===== src/quaternion_to_transform_matrix_unit_macros.svh =====
// ----------------------------------------------------------------------------
// Assertion macros for the quaternion transform unit
// Concurrent assertion wrappers; define ASSERT_OFF to compile them out.
// ----------------------------------------------------------------------------
`ifndef QUATERNION_TO_TRANSFORM_MATRIX_UNIT_MACROS_SVH
`define QUATERNION_TO_TRANSFORM_MATRIX_UNIT_MACROS_SVH

`ifndef ASSERT_OFF
// Clocked check, disabled while reset is asserted
`define QTM_ASSERT(lbl, clk, rst_n, prop, msg) \
    lbl: assert property (@(posedge clk) disable iff (!rst_n) prop) else $error(msg);
// Clocked check that also holds during reset
`define QTM_ASSERT_ALWAYS(lbl, clk, prop, msg) \
    lbl: assert property (@(posedge clk) prop) else $error(msg);
`else
`define QTM_ASSERT(lbl, clk, rst_n, prop, msg)
`define QTM_ASSERT_ALWAYS(lbl, clk, prop, msg)
`endif

`endif


===== src/qtm_pkg.sv =====
// ----------------------------------------------------------------------------
// qtm_pkg
// Widths, payload types and the entry reduction shared by the pipeline.
// ----------------------------------------------------------------------------
package qtm_pkg;

    localparam int FRAC_BITS = 14;
    localparam int Q_W       = 16;
    localparam int POS_W     = 32;
    localparam int THR_W     = 15;
    localparam int OUT_W     = 16;
    localparam int PROD_W    = 2 * Q_W;
    localparam int NUM_ENT   = 9;
    // exact sums: doubled products or 1.0, two of them subtracted
    localparam int ACC_W     = ((2 * FRAC_BITS + 1 > PROD_W + 1) ?
                                (2 * FRAC_BITS + 1) : (PROD_W + 1)) + 2;

    // entry slots in the sum vector, row major
    localparam int E11 = 0;
    localparam int E12 = 1;
    localparam int E13 = 2;
    localparam int E21 = 3;
    localparam int E22 = 4;
    localparam int E23 = 5;
    localparam int E31 = 6;
    localparam int E32 = 7;
    localparam int E33 = 8;

    typedef struct packed {
        logic signed [Q_W-1:0]   q_w;
        logic signed [Q_W-1:0]   q_x;
        logic signed [Q_W-1:0]   q_y;
        logic signed [Q_W-1:0]   q_z;
        logic signed [POS_W-1:0] pos_x;
        logic signed [POS_W-1:0] pos_y;
        logic signed [POS_W-1:0] pos_z;
    } t_in_item;

    typedef struct packed {
        logic signed [OUT_W-1:0] m11;
        logic signed [OUT_W-1:0] m12;
        logic signed [OUT_W-1:0] m13;
        logic signed [OUT_W-1:0] m21;
        logic signed [OUT_W-1:0] m22;
        logic signed [OUT_W-1:0] m23;
        logic signed [OUT_W-1:0] m31;
        logic signed [OUT_W-1:0] m32;
        logic signed [OUT_W-1:0] m33;
        logic signed [POS_W-1:0] t_x;
        logic signed [POS_W-1:0] t_y;
        logic signed [POS_W-1:0] t_z;
    } t_out_item;

    // raw (undoubled) component products
    typedef struct packed {
        logic signed [PROD_W-1:0] xx;
        logic signed [PROD_W-1:0] yy;
        logic signed [PROD_W-1:0] zz;
        logic signed [PROD_W-1:0] xy;
        logic signed [PROD_W-1:0] xz;
        logic signed [PROD_W-1:0] yz;
        logic signed [PROD_W-1:0] xw;
        logic signed [PROD_W-1:0] yw;
        logic signed [PROD_W-1:0] zw;
        logic signed [POS_W-1:0]  pos_x;
        logic signed [POS_W-1:0]  pos_y;
        logic signed [POS_W-1:0]  pos_z;
    } t_prod;

    // exact entries with the rounding half already added
    typedef struct packed {
        logic [NUM_ENT-1:0][ACC_W-1:0] ent;
        logic signed [POS_W-1:0]       pos_x;
        logic signed [POS_W-1:0]       pos_y;
        logic signed [POS_W-1:0]       pos_z;
    } t_sum;

    // Drop the fraction, saturate to OUT_W bits, snap small magnitudes to zero.
    function automatic logic signed [OUT_W-1:0] qtm_finish(
        input logic signed [ACC_W-1:0] v,
        input logic [THR_W-1:0]        thr
    );
        logic signed [ACC_W-1:0] sh;
        logic signed [OUT_W-1:0] r;
        logic signed [OUT_W:0]   rx;
        logic [OUT_W:0]          mag;
        sh = v >>> FRAC_BITS;
        if ((&sh[ACC_W-1:OUT_W-1]) || !(|sh[ACC_W-1:OUT_W-1])) begin
            r = sh[OUT_W-1:0];
        end else if (sh[ACC_W-1]) begin
            r = {1'b1, {(OUT_W-1){1'b0}}};
        end else begin
            r = {1'b0, {(OUT_W-1){1'b1}}};
        end
        rx  = {r[OUT_W-1], r};
        mag = rx[OUT_W] ? $unsigned(-rx) : $unsigned(rx);
        if (mag < (OUT_W+1)'(thr)) begin
            r = '0;
        end
        return r;
    endfunction

endpackage


===== src/qtm_fin.sv =====
// ----------------------------------------------------------------------------
// qtm_fin
// Stage three: round, saturate and snap each entry; register the result.
// ----------------------------------------------------------------------------
module qtm_fin
    import qtm_pkg::*;
(
    input  logic             i_clk,
    input  logic             i_rst_n,
    input  logic             i_valid,
    input  t_sum             i_sum,
    input  logic [THR_W-1:0] i_thr,
    output logic             o_valid,
    output t_out_item        o_result
);

    logic      r_valid;
    t_out_item r_result;
    logic      n_valid;
    t_out_item n_result;

    always_comb begin
        n_valid      = i_valid;
        n_result.m11 = qtm_finish($signed(i_sum.ent[E11]), i_thr);
        n_result.m12 = qtm_finish($signed(i_sum.ent[E12]), i_thr);
        n_result.m13 = qtm_finish($signed(i_sum.ent[E13]), i_thr);
        n_result.m21 = qtm_finish($signed(i_sum.ent[E21]), i_thr);
        n_result.m22 = qtm_finish($signed(i_sum.ent[E22]), i_thr);
        n_result.m23 = qtm_finish($signed(i_sum.ent[E23]), i_thr);
        n_result.m31 = qtm_finish($signed(i_sum.ent[E31]), i_thr);
        n_result.m32 = qtm_finish($signed(i_sum.ent[E32]), i_thr);
        n_result.m33 = qtm_finish($signed(i_sum.ent[E33]), i_thr);
        n_result.t_x = i_sum.pos_x;
        n_result.t_y = i_sum.pos_y;
        n_result.t_z = i_sum.pos_z;
    end

    always_ff @(posedge i_clk) begin
        if (!i_rst_n) begin
            r_valid <= 1'b0;
        end else begin
            r_valid <= n_valid;
        end
    end

    always_ff @(posedge i_clk) begin
        r_result <= n_result;
    end

    assign o_valid  = r_valid;
    assign o_result = r_result;

endmodule


===== config.mk =====
export PLATFORM = sky130hd
export DESIGN_NAME = qtm_fin
export DESIGN_NICKNAME = d
export VERILOG_FILES = /design/src/quaternion_to_transform_matrix_unit_macros.svh /design/src/qtm_pkg.sv /design/src/qtm_fin.sv
export SDC_FILE = /design/constraint.sdc
export NUM_CORES = 1
export LEC_CHECK = 0
export BUFFER_PORTS_ARGS = -buffer_cell sky130_fd_sc_hd__buf_4
export CAP_MARGIN = 20
export CORE_AREA = 2 2 264 266
export CTS_BUF_LIST = sky130_fd_sc_hd__clkbuf_4
export DETAILED_ROUTE_END_ITERATION = 10
export DIE_AREA = 0 0 266 268
export PLACE_DENSITY = 0.42
export SLEW_MARGIN = 5
export SYNTH_ARGS = -nofsm -noshare
export SYNTH_HDL_FRONTEND = slang
export SYNTH_SLANG_ARGS = --single-unit

===== constraint.sdc =====
create_clock -name i_clk -period 7.34 [get_ports i_clk]
set_input_delay 1.835 -clock i_clk [delete_from_list [all_inputs] [get_ports i_clk]]
set_output_delay 1.835 -clock i_clk [all_outputs]
set_load 0.03 [all_outputs]

* Word level (Yosys, flattened, before mapping)
Index checks and enable logic that the tools add are counted.
** Word-level totals
- Register bits after elaboration :: 241
- Bits in latches :: 0
- Memory bits (writable) :: 0
- Bits in read-only memories :: 0
- Bits of input ports :: 429
- Output and inout port bits :: 241
- Logic and storage cells :: 94
- Memories kept :: 0
** Operators by class
- Add/subtract/negate cells :: 9
- $mul :: 0
- Div/mod/pow operators :: 0
- Order comparisons :: 9
- Equal/unequal tests :: 0
- Shift-type cells :: 0
- Mux-type cells :: 27
- Bitwise gates (word level) :: 0
- Reduce and logical (&&, ||, !) cells :: 36
** Operators with widths (count)
- 16-bit 2-to-1 mux :: 18
- 17-bit by 15-bit < comparator with 1-bit output :: 9
- 17-bit 2-to-1 mux :: 9
- 16-bit negation with 17-bit output :: 9
- 6-bit AND reduction :: 9
- 6-bit OR reduction :: 9
- 1-bit logical NOT :: 9
- 1-bit logical OR :: 9

* Depth between registers and ports, before layout
- Depth in word-level cells :: 7
- Gate-level depth with buffers :: 21
- Gate-level depth less buffers :: 18

* Worst setup path before layout
Ideal clock, no wire load.
- Path kind :: in2reg
- Start point :: input port i_sum[336] (netlist name)
- End point :: register r_result (netlist bit o_result[132])
- Library setup time :: 0.117 ns
- Arrival :: 6.041 ns
- Data required time :: 7.223 ns
- Path slack :: 1.182 ns
- Stages :: 17
- Buffers on the path :: 1
- Path through :: or4_1 -> nor2_1 -> nor2_1 -> a21oi_1 -> ha_1 -> or3b_2 -> nor2_1 -> o21ai_0 -> or4_1 -> a32oi_1 -> ha_1 -> a21boi_0 -> a2111oi_0 -> a31oi_1 -> a2111oi_4 -> buf_2 -> nor2_1
** On the way
- Longest elaborated chain between the ends :: 7
- Elaborated cells between the ends (all ways) :: 8
- Those cells by class :: 1 x add/sub; 1 x order compare; 2 x mux; 4 x reduce/logical
** Ends and longest elaborated chain
- start, declared :: RTL line qtm_fin.sv:11 : input t_sum i_sum,
- 6-bit OR reduction :: RTL line qtm_pkg.sv:88 : if ((&sh[ACC_W-1:OUT_W-1]) || !(|sh[ACC_W-1:OUT_W-1])) begin
- 1-bit logical NOT :: RTL line qtm_pkg.sv:88
- 1-bit logical OR (*) :: RTL line qtm_pkg.sv:88
- 16-bit 2-to-1 mux (*) :: RTL line qtm_pkg.sv:88
- 16-bit negation with 17-bit output :: RTL line qtm_pkg.sv:96 : mag = rx[OUT_W] ? $unsigned(-rx) : $unsigned(rx);
- 17-bit 2-to-1 mux :: RTL line qtm_pkg.sv:96
- 17-bit by 15-bit < comparator with 1-bit output :: RTL line qtm_pkg.sv:97 : if (mag < (OUT_W+1)'(thr)) begin
- end signal, assigned :: RTL line qtm_fin.sv:47 : r_result <= n_result;
- end, declared :: RTL line qtm_fin.sv:18 : t_out_item r_result;
Mark *: on every way between the ends. The rest lies on a longest branch, timed or not.
A chain may end at the register's enable or synchronous reset.

* Final worst setup path
- Start point :: input port i_sum[336] (netlist name)
- End point :: register r_result (netlist bit o_result[143])
Same word-level chain as after synthesis.

==> results <==
- The run finished with clean final reports.
- The number of standard cells after synthesis is approximately 1900.
- In this run the worst setup path begins at i_sum[336].
- The number of slew-limit violations in the final report is 0.
- For this design the total switching power over the nets is 1350 uW.
- The CTS tree is done.
- The worst relative slew slack is 0.369.
- The number of fill cells in the layout is 7401.
- The fraction of layout cells with a size suffix above 1 is 0.288.
- By area, the combinational part of the netlist is dominated by compound AO/OA/AOI/OAI gates.
- CTS placed an instance of sky130_fd_sc_hd__clkbuf_4 at the clock tree root.
- The tree built by TritonCTS fans out to between 200 and 250 sinks.
- Entering global routing, the biggest net connects 35 pins.
- The post-synthesis share of cell area spent on full adders, half adders and majority gates is 0.116.
- Measured against the total synthesized area, the mux share comes to 0.00483.
- The starting utilization of the core area is 0.213.
- By count the netlist is led by sky130_fd_sc_hd__a21oi_1 (343), sky130_fd_sc_hd__dfxtp_1 (241), sky130_fd_sc_hd__nor2_1 (236), sky130_fd_sc_hd__nand2_1 (187), sky130_fd_sc_hd__o21ai_0 (137).
- After clock tree synthesis, the flow added hold-fix buffers numbering 0.
- The post-detailed-routing wire length is around 65000 um.
- The share of power burned in registers is 0.372.
- In this run the core area contains between 90 and 100 standard-cell rows.
- The number of nets produced by synthesis is 2471.
- The unique cell type count in the Yosys netlist is slightly above 80.
- The clock period could shrink to between 6 and 7 ns.
- After global routing the overflow that remains totals 0.
- The count of final hold-check violations is 0.
- For this run, the top clock speed supported by timing is 166 MHz.
- The total routing resource utilization after global routing is 0.176.
- The number of enable flip-flop cells after synthesis is 0.
- STA puts the critical path data arrival time at ~6.7 ns.
- The number of antenna-violating nets in the routed design is 0.
- In this run the tool buffered the top-level ports with between 500 and 600 buffer cells.
- The fraction of synthesized cell area taken by the top area cell type is 0.332.
- The floorplan step set the die height to around 270 um.
- The final non-filler cell area is about 0.021 mm^2.
- In this run the number of H-tree levels came out at 3.
- At the end of routability-driven placement, the weighted congestion stood at around 0.85.
- sky130_fd_sc_hd__a21oi_1 is the most common cell in the netlist.
- In this run the horizontal extent of the chip is ~270 um.
- The mean routed wirelength per cell is between 15 and 20 um.
- The worst hold slack after final layout is between 1 and 1.5 ns.
- Setup total negative slack on the finished layout was measured at 0 ns.
- The placed instances occupy a cell area of 0.0196 mm^2.
- Across the VDD grid, the largest voltage drop is around 0.13 mV.
- The biggest area contributor in the post-synthesis netlist is sky130_fd_sc_hd__dfxtp_1.
- The number of setup buffers added after CTS is 0.
- The number of global-route vias before repair is ~16000.
- The fraction of power spent switching nets is 0.345.
- After clock tree synthesis, the clock-pin slew on the worst setup and hold paths is around 0.06 ns.
- The warning count from the yosys run is 0.
- The slew at the pin with the worst max-slew slack is 0.944 ns.
- The endpoint of the worst setup timing path is o_result[143]$_SDFF_PN0_.
- In this run the deepest clock path goes through 3 buffers.
- The internal power of the cells totals 2560 uW.
- The post-CTS resize count is 0.
- Of all nets on the critical path, the largest fanout is 14.
- The core area is just under 0.07 mm^2.
- The tool flagged a number of max-cap violations equal to 0.
- The number of top-level design ports is between 600 and 700.
- The share of total power dissipated in combinational logic is 0.285.
- Yosys attributes the largest share of cell area to sky130_fd_sc_hd__dfxtp_1 (33%), sky130_fd_sc_hd__a21oi_1 (12%), sky130_fd_sc_hd__ha_1 (12%), sky130_fd_sc_hd__nor2_1 (6.1%), sky130_fd_sc_hd__nand2_1 (4.8%).
- The synthesis-to-finish area growth is 41.7%.
- The share of total power dissipated in the clock network is 0.343.
- The HPWL after detailed placement is 50600 um.
- The sequential element share of the synthesized area is 0.332.
- The cell depth of the worst hold path is 1.
- The initial antenna violation count is 18.
- The synthesized netlist occupies a cell area of 0.0145 mm^2.
- Of the total synthesized cell area, the portion taken by XOR and XNOR cells is 0.
- The global-route wire length before repair is about 96000 um.
- The final net count is a little over 3000.
- The floorplan step defined a die boundary enclosing 0.0713 mm^2.
- Setup repair after global routing left no endpoint under its margin.
- Buffers inserted during clock tree synthesis total 75.
- Of the total synthesized cell area, the portion taken by AND, OR, NAND and NOR gates is 0.214.
- For this run, the leading register cell type out of synthesis is sky130_fd_sc_hd__dfxtp_1.
- In the post-route analysis, the smallest setup slack over all paths is 1.33 ns.
- A synthesized cell averages ~7.6 um^2.
- The min-delay analysis places its worst path in the category in2reg.
- The analysis attributes to cell leakage a power of 0.00895 uW.
- The type of destination of the critical path is a register.
- The iteration count of the initial detailed-routing pass is 5.
- Setup violations remaining at the end of the flow were counted as 0.
- The worst setup path is of the in2reg kind.
- After synthesis, the share of flip-flops with an asynchronous set or reset is 0.
- The power per unit of standard cell area is 190 mW/mm^2.
- The post-placement setup slack is about 0.55 ns.
- The detailed router finished its first iteration with about 870 violations.
- The fraction of the mapped netlist area in compound gates was 0.294.
- The number of remaining DRC errors is 0.
- In this run, synthesis produced a sequential element count of between 200 and 250.
- STA classifies the critical path startpoint as a primary input.
- The required time of the critical path is around 8 ns.
- The via count of the routed design is between 15000 and 20000.
- Using the TritonRoute via totals, the vias-per-cell ratio works out to 4.93.
- The fraction of the cycle the final worst path needs is 0.819.
[kinds of logic (layout without fill, tap and decap cells)]
| group | count (synthesis) | in the layout |
|---|---|---|
| simple gates | 668 | 668 |
| other cells | 0 | 4 |
| compound gates | 710 | 710 |
| flops | 241 | 241 |
| buf+inv | 146 | 760 |
| fa+ha+maj | 135 | 135 |
| mux | 7 | 7 |
[power groups by stage]
stage | Clock [uW] | Combinational (uW) | Sequential, uW
floorplan | 0 | 377 | 1700
global placement | 0 | 1110 | 1480
detailed placement | 0 | 1120 | 1480
CTS | 1430 | 1120 | 1450
global route | 1490 | 1220 | 1460
finish | 1340 | 1110 | 1450
[layer usage]
metal / global-route usage / routed length (um) / vias to the layer above
met2: 0.296 / 30800 / 609
li1: - / - / 8226
met4: 0.0600 / 1610 / 26
met5: 0 / 158 / -
met3: 0.0532 / 5420 / 117
met1: 0.212 / 27200 / 7808
[worst max-delay path: stages]
cell,delay (ns)
sky130_fd_sc_hd__buf_4,0.12
sky130_fd_sc_hd__or4_1,0.59
sky130_fd_sc_hd__nor2_1,0.16
sky130_fd_sc_hd__nor2_1,0.13
sky130_fd_sc_hd__a21oi_1,0.20
sky130_fd_sc_hd__ha_1,0.28
sky130_fd_sc_hd__or3b_2,0.50
sky130_fd_sc_hd__nor2_1,0.14
sky130_fd_sc_hd__o21ai_0,0.18
sky130_fd_sc_hd__or4_1,0.44
sky130_fd_sc_hd__a32oi_1,0.27
sky130_fd_sc_hd__ha_1,0.29
sky130_fd_sc_hd__a21boi_0,0.13
sky130_fd_sc_hd__a2111oi_0,0.45
sky130_fd_sc_hd__a31oi_1,0.25
sky130_fd_sc_hd__a2111oi_4,0.36
sky130_fd_sc_hd__buf_4,0.26
sky130_fd_sc_hd__a21oi_1,0.08
[cell usage in the layout, fill, tap and decap left out, drive strengths merged, types with 7 or more instances in the layout]
master	instances
a211oi	24
a21boi	12
a21o	11
a21oi	343
a22o	9
a22oi	9
a2bb2oi	10
a31oi	16
and2	10
and3	9
and4	9
buf	584
clkbuf	108
clkinv	14
dfxtp	241
ha	135
inv	53
mux2i	7
nand2	187
nand2b	7
nand3	40
nand4	20
nor2	237
nor2b	7
nor3	65
nor3b	7
nor4	19
o211ai	22
o21a	8
o21ai	140
o22a	15
o22ai	13
o31ai	17
or3	18
or4	14
[sequential cells by signal, indices dropped and copies added, names as in the netlist]
signal and flops:
o_valid 1, o_result 240
[worst min-delay path by stage]
stage,from,end
2_1_floorplan,i_sum[0],o_result[0]$_DFF_P_
3_3_place_gp,i_sum[22],o_result[22]$_DFF_P_
3_5_place_dp,i_sum[91],o_result[91]$_DFF_P_
4_1_cts,i_sum[65],o_result[65]$_DFF_P_
5_1_grt,i_sum[61],o_result[61]$_DFF_P_
6_report,i_sum[65],o_result[65]$_DFF_P_
[cell type report]
type / count / area (um^2) / area share
Tap cell: 882 / 1100 / 0.0536
Inverter: 51 / 191 / 0.00930
Sequential cell: 241 / 4820 / 0.234
Antenna cell: 4 / 10.0 / 0.000486
Multi-Input combinational cell: 1520 / 9140 / 0.444
Timing Repair Buffer: 584 / 4380 / 0.213
Clock buffer: 108 / 811 / 0.0394
Clock inverter: 17 / 121 / 0.00590
[per-stage QoR]
| step | std cells | utilization | power, uW |
|---|---|---|---|
| after global placement | 3278 | 0.288 | 2590 |
| after detailed placement | 3278 | 0.288 | 2600 |
| after floorplan | 1907 | - | 2080 |
| after global routing | 3404 | 0.302 | 4170 |
| after CTS | 3403 | 0.302 | 4000 |
| final | 3407 | 0.302 | 3910 |
Power figures use the tool's default switching activity.
