<file path="src/quaternion_to_transform_matrix_unit_macros.svh">
// ----------------------------------------------------------------------------
// Assertion macros for the quaternion transform unit
// Concurrent assertion wrappers; define ASSERT_OFF to compile them out.
// ----------------------------------------------------------------------------
`ifndef QUATERNION_TO_TRANSFORM_MATRIX_UNIT_MACROS_SVH
`define QUATERNION_TO_TRANSFORM_MATRIX_UNIT_MACROS_SVH

`ifndef ASSERT_OFF
// Clocked check, disabled while reset is asserted
`define QTM_ASSERT(lbl, clk, rst_n, prop, msg) \
    lbl: assert property (@(posedge clk) disable iff (!rst_n) prop) else $error(msg);
// Clocked check that also holds during reset
`define QTM_ASSERT_ALWAYS(lbl, clk, prop, msg) \
    lbl: assert property (@(posedge clk) prop) else $error(msg);
`else
`define QTM_ASSERT(lbl, clk, rst_n, prop, msg)
`define QTM_ASSERT_ALWAYS(lbl, clk, prop, msg)
`endif

`endif

</file>
<file path="src/qtm_pkg.sv">
// ----------------------------------------------------------------------------
// qtm_pkg
// Widths, payload types and the entry reduction shared by the pipeline.
// ----------------------------------------------------------------------------
package qtm_pkg;

    localparam int FRAC_BITS = 14;
    localparam int Q_W       = 16;
    localparam int POS_W     = 32;
    localparam int THR_W     = 15;
    localparam int OUT_W     = 16;
    localparam int PROD_W    = 2 * Q_W;
    localparam int NUM_ENT   = 9;
    // exact sums: doubled products or 1.0, two of them subtracted
    localparam int ACC_W     = ((2 * FRAC_BITS + 1 > PROD_W + 1) ?
                                (2 * FRAC_BITS + 1) : (PROD_W + 1)) + 2;

    // entry slots in the sum vector, row major
    localparam int E11 = 0;
    localparam int E12 = 1;
    localparam int E13 = 2;
    localparam int E21 = 3;
    localparam int E22 = 4;
    localparam int E23 = 5;
    localparam int E31 = 6;
    localparam int E32 = 7;
    localparam int E33 = 8;

    typedef struct packed {
        logic signed [Q_W-1:0]   q_w;
        logic signed [Q_W-1:0]   q_x;
        logic signed [Q_W-1:0]   q_y;
        logic signed [Q_W-1:0]   q_z;
        logic signed [POS_W-1:0] pos_x;
        logic signed [POS_W-1:0] pos_y;
        logic signed [POS_W-1:0] pos_z;
    } t_in_item;

    typedef struct packed {
        logic signed [OUT_W-1:0] m11;
        logic signed [OUT_W-1:0] m12;
        logic signed [OUT_W-1:0] m13;
        logic signed [OUT_W-1:0] m21;
        logic signed [OUT_W-1:0] m22;
        logic signed [OUT_W-1:0] m23;
        logic signed [OUT_W-1:0] m31;
        logic signed [OUT_W-1:0] m32;
        logic signed [OUT_W-1:0] m33;
        logic signed [POS_W-1:0] t_x;
        logic signed [POS_W-1:0] t_y;
        logic signed [POS_W-1:0] t_z;
    } t_out_item;

    // raw (undoubled) component products
    typedef struct packed {
        logic signed [PROD_W-1:0] xx;
        logic signed [PROD_W-1:0] yy;
        logic signed [PROD_W-1:0] zz;
        logic signed [PROD_W-1:0] xy;
        logic signed [PROD_W-1:0] xz;
        logic signed [PROD_W-1:0] yz;
        logic signed [PROD_W-1:0] xw;
        logic signed [PROD_W-1:0] yw;
        logic signed [PROD_W-1:0] zw;
        logic signed [POS_W-1:0]  pos_x;
        logic signed [POS_W-1:0]  pos_y;
        logic signed [POS_W-1:0]  pos_z;
    } t_prod;

    // exact entries with the rounding half already added
    typedef struct packed {
        logic [NUM_ENT-1:0][ACC_W-1:0] ent;
        logic signed [POS_W-1:0]       pos_x;
        logic signed [POS_W-1:0]       pos_y;
        logic signed [POS_W-1:0]       pos_z;
    } t_sum;

    // Drop the fraction, saturate to OUT_W bits, snap small magnitudes to zero.
    function automatic logic signed [OUT_W-1:0] qtm_finish(
        input logic signed [ACC_W-1:0] v,
        input logic [THR_W-1:0]        thr
    );
        logic signed [ACC_W-1:0] sh;
        logic signed [OUT_W-1:0] r;
        logic signed [OUT_W:0]   rx;
        logic [OUT_W:0]          mag;
        sh = v >>> FRAC_BITS;
        if ((&sh[ACC_W-1:OUT_W-1]) || !(|sh[ACC_W-1:OUT_W-1])) begin
            r = sh[OUT_W-1:0];
        end else if (sh[ACC_W-1]) begin
            r = {1'b1, {(OUT_W-1){1'b0}}};
        end else begin
            r = {1'b0, {(OUT_W-1){1'b1}}};
        end
        rx  = {r[OUT_W-1], r};
        mag = rx[OUT_W] ? $unsigned(-rx) : $unsigned(rx);
        if (mag < (OUT_W+1)'(thr)) begin
            r = '0;
        end
        return r;
    endfunction

endpackage

</file>
<file path="src/qtm_sum.sv">
// ----------------------------------------------------------------------------
// qtm_sum
// Stage two: combine doubled products into the nine exact matrix entries.
// ----------------------------------------------------------------------------
module qtm_sum
    import qtm_pkg::*;
(
    input  logic  i_clk,
    input  logic  i_rst_n,
    input  logic  i_valid,
    input  t_prod i_prod,
    output logic  o_valid,
    output t_sum  o_sum
);

    localparam logic signed [ACC_W-1:0] HALF_Q   = ACC_W'(1) << (FRAC_BITS - 1);
    localparam logic signed [ACC_W-1:0] ONE_HALF = (ACC_W'(1) << (2 * FRAC_BITS)) + HALF_Q;

    logic                    r_valid;
    t_sum                    r_sum;
    logic                    n_valid;
    t_sum                    n_sum;
    logic signed [ACC_W-1:0] xx2, yy2, zz2, xy2, xz2, yz2, xw2, yw2, zw2;

    always_comb begin
        // sign extend, then double
        xx2 = ACC_W'(i_prod.xx) <<< 1;
        yy2 = ACC_W'(i_prod.yy) <<< 1;
        zz2 = ACC_W'(i_prod.zz) <<< 1;
        xy2 = ACC_W'(i_prod.xy) <<< 1;
        xz2 = ACC_W'(i_prod.xz) <<< 1;
        yz2 = ACC_W'(i_prod.yz) <<< 1;
        xw2 = ACC_W'(i_prod.xw) <<< 1;
        yw2 = ACC_W'(i_prod.yw) <<< 1;
        zw2 = ACC_W'(i_prod.zw) <<< 1;
        n_valid          = i_valid;
        n_sum.ent[E11]   = ONE_HALF - yy2 - zz2;
        n_sum.ent[E12]   = xy2 - zw2 + HALF_Q;
        n_sum.ent[E13]   = xz2 + yw2 + HALF_Q;
        n_sum.ent[E21]   = xy2 + zw2 + HALF_Q;
        n_sum.ent[E22]   = ONE_HALF - xx2 - zz2;
        n_sum.ent[E23]   = yz2 - xw2 + HALF_Q;
        n_sum.ent[E31]   = xz2 - yw2 + HALF_Q;
        n_sum.ent[E32]   = yz2 + xw2 + HALF_Q;
        n_sum.ent[E33]   = ONE_HALF - xx2 - yy2;
        n_sum.pos_x      = i_prod.pos_x;
        n_sum.pos_y      = i_prod.pos_y;
        n_sum.pos_z      = i_prod.pos_z;
    end

    always_ff @(posedge i_clk) begin
        if (!i_rst_n) begin
            r_valid <= 1'b0;
        end else begin
            r_valid <= n_valid;
        end
    end

    always_ff @(posedge i_clk) begin
        r_sum <= n_sum;
    end

    assign o_valid = r_valid;
    assign o_sum   = r_sum;

endmodule

</file>
<file path="config.mk">
export PLATFORM = sky130hd
export DESIGN_NAME = qtm_sum
export DESIGN_NICKNAME = d
export VERILOG_FILES = /design/src/quaternion_to_transform_matrix_unit_macros.svh /design/src/qtm_pkg.sv /design/src/qtm_sum.sv
export SDC_FILE = /design/constraint.sdc
export NUM_CORES = 1
export LEC_CHECK = 0
export BUFFER_PORTS_ARGS = -buffer_cell sky130_fd_sc_hd__buf_2
export CORE_AREA = 2 2 314 316
export CTS_CLUSTER_SIZE = 10
export DETAILED_ROUTE_END_ITERATION = 8
export DIE_AREA = 0 0 316 318
export GPL_TIMING_DRIVEN = 0
export PLACE_DENSITY = 0.52
export SLEW_MARGIN = 20
export SYNTH_ARGS = -nofsm -noshare
export SYNTH_HDL_FRONTEND = slang
export SYNTH_SLANG_ARGS = --single-unit
</file>
<file path="constraint.sdc">
create_clock -name i_clk -period 11.57 [get_ports i_clk]
set_input_delay 2.314 -clock i_clk [delete_from_list [all_inputs] [get_ports i_clk]]
set_output_delay 2.314 -clock i_clk [all_outputs]
set_load 0.1 [all_outputs]
</file>
Yosys cells after proc, flatten, opt, wreduce, memory -nomap -nowiden
Cells that the tools add are included.

operators by class
  add/sub/neg operators = 17

operators with widths
  kind                      count
  $add A34 B15 Y35 const B  6
  $sub A34 B33 Y35          3
  $add A33 B33 Y34          3
  $sub A33 B33 Y34          3
  $sub A30 B33 Y34 const A  2

storage, ports and cells
  register bits after elaboration = 412
  input bits = 387
  output and inout port bits = 412
  logic and storage cells = 30

Depth between registers and ports, before layout
Gate-level depths: netlist of the first run.

  word-level depth = 2
  depth in mapped cells = 19
  depth with buffers taken out = 18

Worst setup path before layout of the first run
OpenSTA, ideal clock, no wires.

  path type = input to register
  start = input i_prod[360] in the netlist's numbering
  end = register r_sum, in the netlist o_sum[265]
  library setup time = 0.122 ns
  data arrival time = 5.666 ns
  data required time = 11.448 ns
  setup slack = 5.783 ns
  stages = 14
  path buffers = 0
  cells stage by stage = or3_1 -> or3_1 -> o21a_1 -> or4_1 -> nor3_1 -> xnor2_1 -> ha_1 -> a21oi_1 -> o21ai_1 -> and2_1 -> a311oi_2 -> o21ai_1 -> a2111o_1 -> o311a_1

RTL lines
  element                 RTL line       text
  start: declaration      qtm_sum.sv:11  input t_prod i_prod,
  end signal: assignment  qtm_sum.sv:60  r_sum <= n_sum;
  end: declaration        qtm_sum.sv:20  t_sum r_sum;

==> reports/metrics.cfg, run 1 <==
[outcome]
status=finished, final reports clean

[drt]
via_count=24047
post_drt_wl_per_cell_um=18.6
routed_wl_um=96800
drt_pass1_iterations=5
drtIter0Drc=1190
remaining_drc_errors=0
drtAntennaViolNets=0
via_per_inst=4.62

[timing]
tns_ps=0
finalMaxSlewViolations=0
setup_viol=0
post-route-period-util_pct=56.0
relSlewSlack_pct=32.5
timing.fmax_mhz=154
min_period_ps=6480
rsz0062_at_grt=false
tightest_slew_ps=1000
holdWs_ps=1760
hold_violations=0

[global_routing]
grt_overflow_total=0
grt_max_degree=15
grt_usage_pct=18.6
antenna_found_initial=33
grt_pass1_vias=23867
grt_pass1_wl_um=141000

[yosys]
synth_edf_count=0
yosysTopAreaCell=dfxtp_1
syn_avg_cell_area_um2=8.95
yosys_warnings=0
synth_seq_cells=400
ys_types=89
netlist_area_mm2=0.0270
synth_area_leaders=dfxtp_1, ha_1, xnor2_1, a21oi_1, inv_1
synth_cells=3015
ys_seq_area_share_pct=29.7
async_flop_share_pct=0
synth_flop_cell=dfxtp_1
yosysTopAreaCellShare_pct=29.7

[finish]
ff_latch_area_mm2=0.00801
area_growth_pct=27.5
drive_above_1_share_pct=23.8
post-route-util_pct=35.3
layout.cells.non_filler=5206
n_fill_cell=10293
nNetsFinal=4779
multi_input_area_mm2=0.0175
final_cell_area_mm2=0.0344

[clock_network]
cts_hold_buf=0
cts_tree=yes
clkTransAtPathRegs_ps=70
cts_inserted_buffers=54
cts_buffer_depth=3
cts.sinks=400
htreeDepth=2
cts_setup_buffers=0
cts_root_buf=clkbuf_16
cts_resized=0

[power]
ir_drop_v=0.000194
leakage_nw=18.0
power_density_mw_per_mm2=221

[place]
placed_cell_area_mm2=0.0326
dp_cells=5099
io_buffers=789
gp_congestion=0.924
place_hpwl_um=82700

[floorplanning]
die_area_mm2=0.100
start_util_pct=27.7
row_count=115
die_y_um=318
die_w_um=316
io_pins=799
core_region_area_mm2=0.0974

[setup_path]
endpoint_kind=register
crit_type=in2reg
cp_num_buf_inv=2
worstPathCellList=buf_2, nor4_1, nand3b_1, o21a_1, nor4_2, nand2_1, nor4_1, xnor2_1, ha_1, clkbuf_1, a21o_1, a21o_1, a2111oi_0, o41a_1, o31a_1, nor2_1, o22ai_1
crit_slowest_cell=a2111oi_0
start_kind=primary input
worstPathArrival_ps=7020
cp.depth=17
slowest_delay_ps=740
cp.required_ps=12110
critical_path_peak_fanout=8
crit_family=compound AO/OA/AOI/OAI gates

[min_path]
hp-class=in2reg
hold_path_depth=1

[job]
drv_cap=0

## registers in the layout (all words and copies together) (netlist names)
name and flops:
o_sum 399, o_valid 1
## layer usage
layer,wire (um),vias up,GRT usage (%),share of wire [%]
li1,-,12304,-,-
met1,40900,10869,22.3,42
met2,44600,689,30.6,46
met3,7780,159,5.78,8.0
met4,3250,26,7.21,3.4
met5,207,-,0.387,0.21
## Yosys cell counts, types with 14 or more instances
cell,instances
or3_1,14
ha_1,515
nand2b_1,25
nand3_1,53
a21oi_1,251
xor2_1,107
o21ai_1,71
nor2b_1,39
nor2_1,146
inv_1,333
o21ai_0,85
nand2_1,151
a211oi_1,27
xnor2_1,172
a31oi_1,29
nor3_1,41
nand4_1,32
and3_1,36
a21o_1,148
clkbuf_1,42
o21bai_1,30
o21a_1,42
dfxtp_1,400
## area by class of cell
type                            instances  share of cell area [%]
Inverter                              334                    3.64
Antenna cell                           16                   0.116
Buffer                                 54                   0.720
Timing Repair Buffer                  789                    11.5
Clock inverter                         14                   0.451
Multi-Input combinational cell       2235                    50.9
Tap cell                             1287                    4.68
Sequential cell                       400                    23.3
Clock buffer                           77                    4.79
## final timing paths
path / start / end / slack, ps
worst min-delay path: i_prod[93] / o_sum[93] / 1760
worst max-delay path: i_prod[356] / o_sum[270] / 5090
## where the power goes
part | switching, mW | total, mW | leakage, nW | internal [mW]
logic | 3.32 | 4.10 | 13.7 | 0.780
clock network | 0.687 | 1.71 | 0.892 | 1.03
registers | 0.0994 | 1.79 | 3.38 | 1.69
## cell usage in the layout (no fill, tap or decap), drive strengths merged, types with 36 or more instances in the layout
| master | synthesis | layout |
|---|---|---|
| buf | 12 | 801 |
| ha | 515 | 515 |
| dfxtp | 400 | 400 |
| inv | 334 | 335 |
| a21oi | 254 | 254 |
| xnor2 | 172 | 172 |
| o21ai | 157 | 157 |
| nand2 | 151 | 151 |
| a21o | 148 | 148 |
| nor2 | 147 | 147 |
| clkbuf | 42 | 119 |
| xor2 | 107 | 107 |
| nand3 | 53 | 53 |
| o21a | 42 | 42 |
| nor3 | 41 | 41 |
| nor2b | 39 | 39 |
| and3 | 36 | 36 |
## metrics by stage
stage          setup slack, ps  total power [mW]
2_1_floorplan             5780              5.10
3_3_place_gp              4560              5.92
3_5_place_dp              4560              5.92
4_1_cts                   5240              7.69
5_1_grt                   4900              7.93
6_report                  5090              7.60
## cells by family after synthesis
family          synth area share, %
compound gates                 20.2
xor+xnor                       9.05
fa+ha+maj                      24.5
buf+inv                        5.56
flops                          29.7
mux                          0.0417
other cells                  0.0139
simple gates                   10.9
Note: power is estimated with default switching activity, not from simulation.
==> run 2, diff against run 1 <==
Settings changed: CORE_AREA 2 2 314 316 to 2 2 313 315, DIE_AREA 0 0 316 318 to 0 0 315 317, PLACE_DENSITY 0.52 to 0.54.
Clock period 11.57 ns to 5.3 ns, I/O delays scaled along.
==> reports/metrics.cfg, run 2 (synthesis results as in run 1) <==
[power]
power_density_mw_per_mm2=480  ; +120%
power_mw=16.5  ; +120%
ir_drop_v=0.000311  ; +61%
combPwrFrac_pct=54.4  ; +0.5 points
power.internal_mw=7.54  ; +120%
swShare_pct=54.2  ; +0.23 points
leakage_nw=18.0  ; -0.26%
pwr-share-seq_pct=23.8  ; +0.2 points
p_clk_share_pct=21.8  ; -0.7 points
switchingPower_mw=8.92  ; +120%

[floorplanning]
die_w_um=315  ; -0.32%
io_pins=799  ; unchanged
row_count=114  ; -0.87%
core_region_area_mm2=0.0963  ; -1.2%
start_util_pct=28.0  ; +0.33 points
die_y_um=317  ; -0.31%
die_area_mm2=0.0999  ; -0.63%

[drt]
routed_wl_um=96800  ; about the same
post_drt_wl_per_cell_um=18.7  ; +0.39%
drtAntennaViolNets=0  ; unchanged
remaining_drc_errors=0  ; unchanged
drtIter0Drc=1113  ; -6.5%
via_per_inst=4.65  ; +0.73%
drt_pass1_iterations=6  ; +1
via_count=24133  ; +0.36%

[setup_path]
slowest_delay_ps=620  ; -120 ps
start_kind=primary input
crit_family=compound AO/OA/AOI/OAI gates
cp.required_ps=5850  ; -6260 ps
cp_num_buf_inv=2  ; unchanged
worstPathArrival_ps=5470  ; -1550 ps
endpoint_kind=register
critical_path_peak_fanout=8  ; unchanged
worstPathCellList=buf_2, or3_1, or3_1, o21a_1, nor4_2, nand2_1, nor4_1, xnor2_1, ha_1, clkbuf_1, a21o_1, a21o_1, a2111oi_1, o41a_1, o31a_1, nor2_1, a31oi_1
crit_type=in2reg
crit_slowest_cell=a2111oi_1

[finish]
largest_register_ffs=399  ; unchanged
drive_above_1_share_pct=23.6  ; -0.15 points
layout_commonest_cell=buf_2
area_growth_pct=27.1
nNetsFinal=4778  ; -0.021%
multi_input_area_mm2=0.0175  ; about the same
n_fill_cell=10123  ; -1.7%
mostFrequentLayoutCells=buf_2, ha_1, dfxtp_1, inv_1, a21oi_1
ff_latch_area_mm2=0.00801  ; unchanged

[clock_network]
clkTransAtPathRegs_ps=60  ; about the same
htreeDepth=2  ; unchanged
cts_resized=0  ; unchanged
cts_buffer_depth=3  ; unchanged
cts_inserted_buffers=53  ; -1.9%
cts_tree=yes
cts_root_buf=clkbuf_16
cts_setup_buffers=0  ; unchanged
cts_hold_buf=0  ; unchanged
cts.sinks=400  ; unchanged

[place]
io_buffers=789  ; unchanged
gp_congestion=0.924  ; about the same
place_hpwl_um=83000  ; +0.42%

[timing]
finalMaxSlewViolations=0  ; unchanged
setup_viol=0  ; unchanged
tightest_slew_ps=844  ; -156 ps
min_period_ps=4920
hold_violations=0  ; unchanged
rsz0062_at_grt=false
relSlewSlack_pct=43.0  ; +11 points
post-route-period-util_pct=92.9
holdWs_ps=526  ; -1240 ps
timing.fmax_mhz=203
tns_ps=0  ; unchanged

[global_routing]
grt_usage_pct=18.6  ; about the same
grt_max_degree=14  ; -1
antenna_found_initial=28  ; -15%
grt_overflow_total=0  ; unchanged
grt_pass1_vias=23899  ; +0.13%
grt_pass1_wl_um=141000  ; -0.30%

[min_path]
hp-class=in2reg

[outcome]
status=finished, final reports clean

[job]
drv_cap=0  ; unchanged

-- run 2: power by group through the flow --
stage	registers, mW	clock network, mW	logic (mW)
floorplan	8.93	0	2.20
global placement	3.99	0	8.97
detailed placement	3.99	0	8.95
CTS	3.94	3.72	8.98
global route	3.99	3.82	9.38
finish	3.93	3.59	8.95
-- run 2: path summary, 6_finish.rpt --
check	start	to	slack, ps	depth (start not counted)
worst min-delay path	i_prod[63]	o_sum[63]	530	1
worst max-delay path	i_prod[360]	o_sum[268]	380	17
-- run 2: area by class of cell --
cell class              instances  share of cell area [%]
multi-input cells            2235                    51.1
flip-flops and latches        400                    23.3
repair buffers                789                    11.5
well taps                    1276                    4.65
clock buffers                  78                    4.61
inverters                     334                    3.65
plain buffers                  54                   0.722
clock inverters                13                   0.383
diodes                          8                  0.0584
-- run 2: metrics by stage --
stage                     util, %  worst slack, ps  cell area, um2  cells
final                        35.6              379           34300   5187
after global routing         35.6             70.5           34300   5184
after CTS                    35.6              279           34300   5179
after detailed placement     33.8             -405           32600   5088
after global placement       33.8             -407           32600   5088
after floorplan                 -              767           27000   3023
-- run 2: layer usage --
metal	GRT usage [%]	part of all wire [%]	vias up
met5	0	0.19	-
met4	5.22	2.6	30
met3	6.00	8.2	154
met2	32.5	48	675
met1	21.6	41	10988
li1	-	-	12286
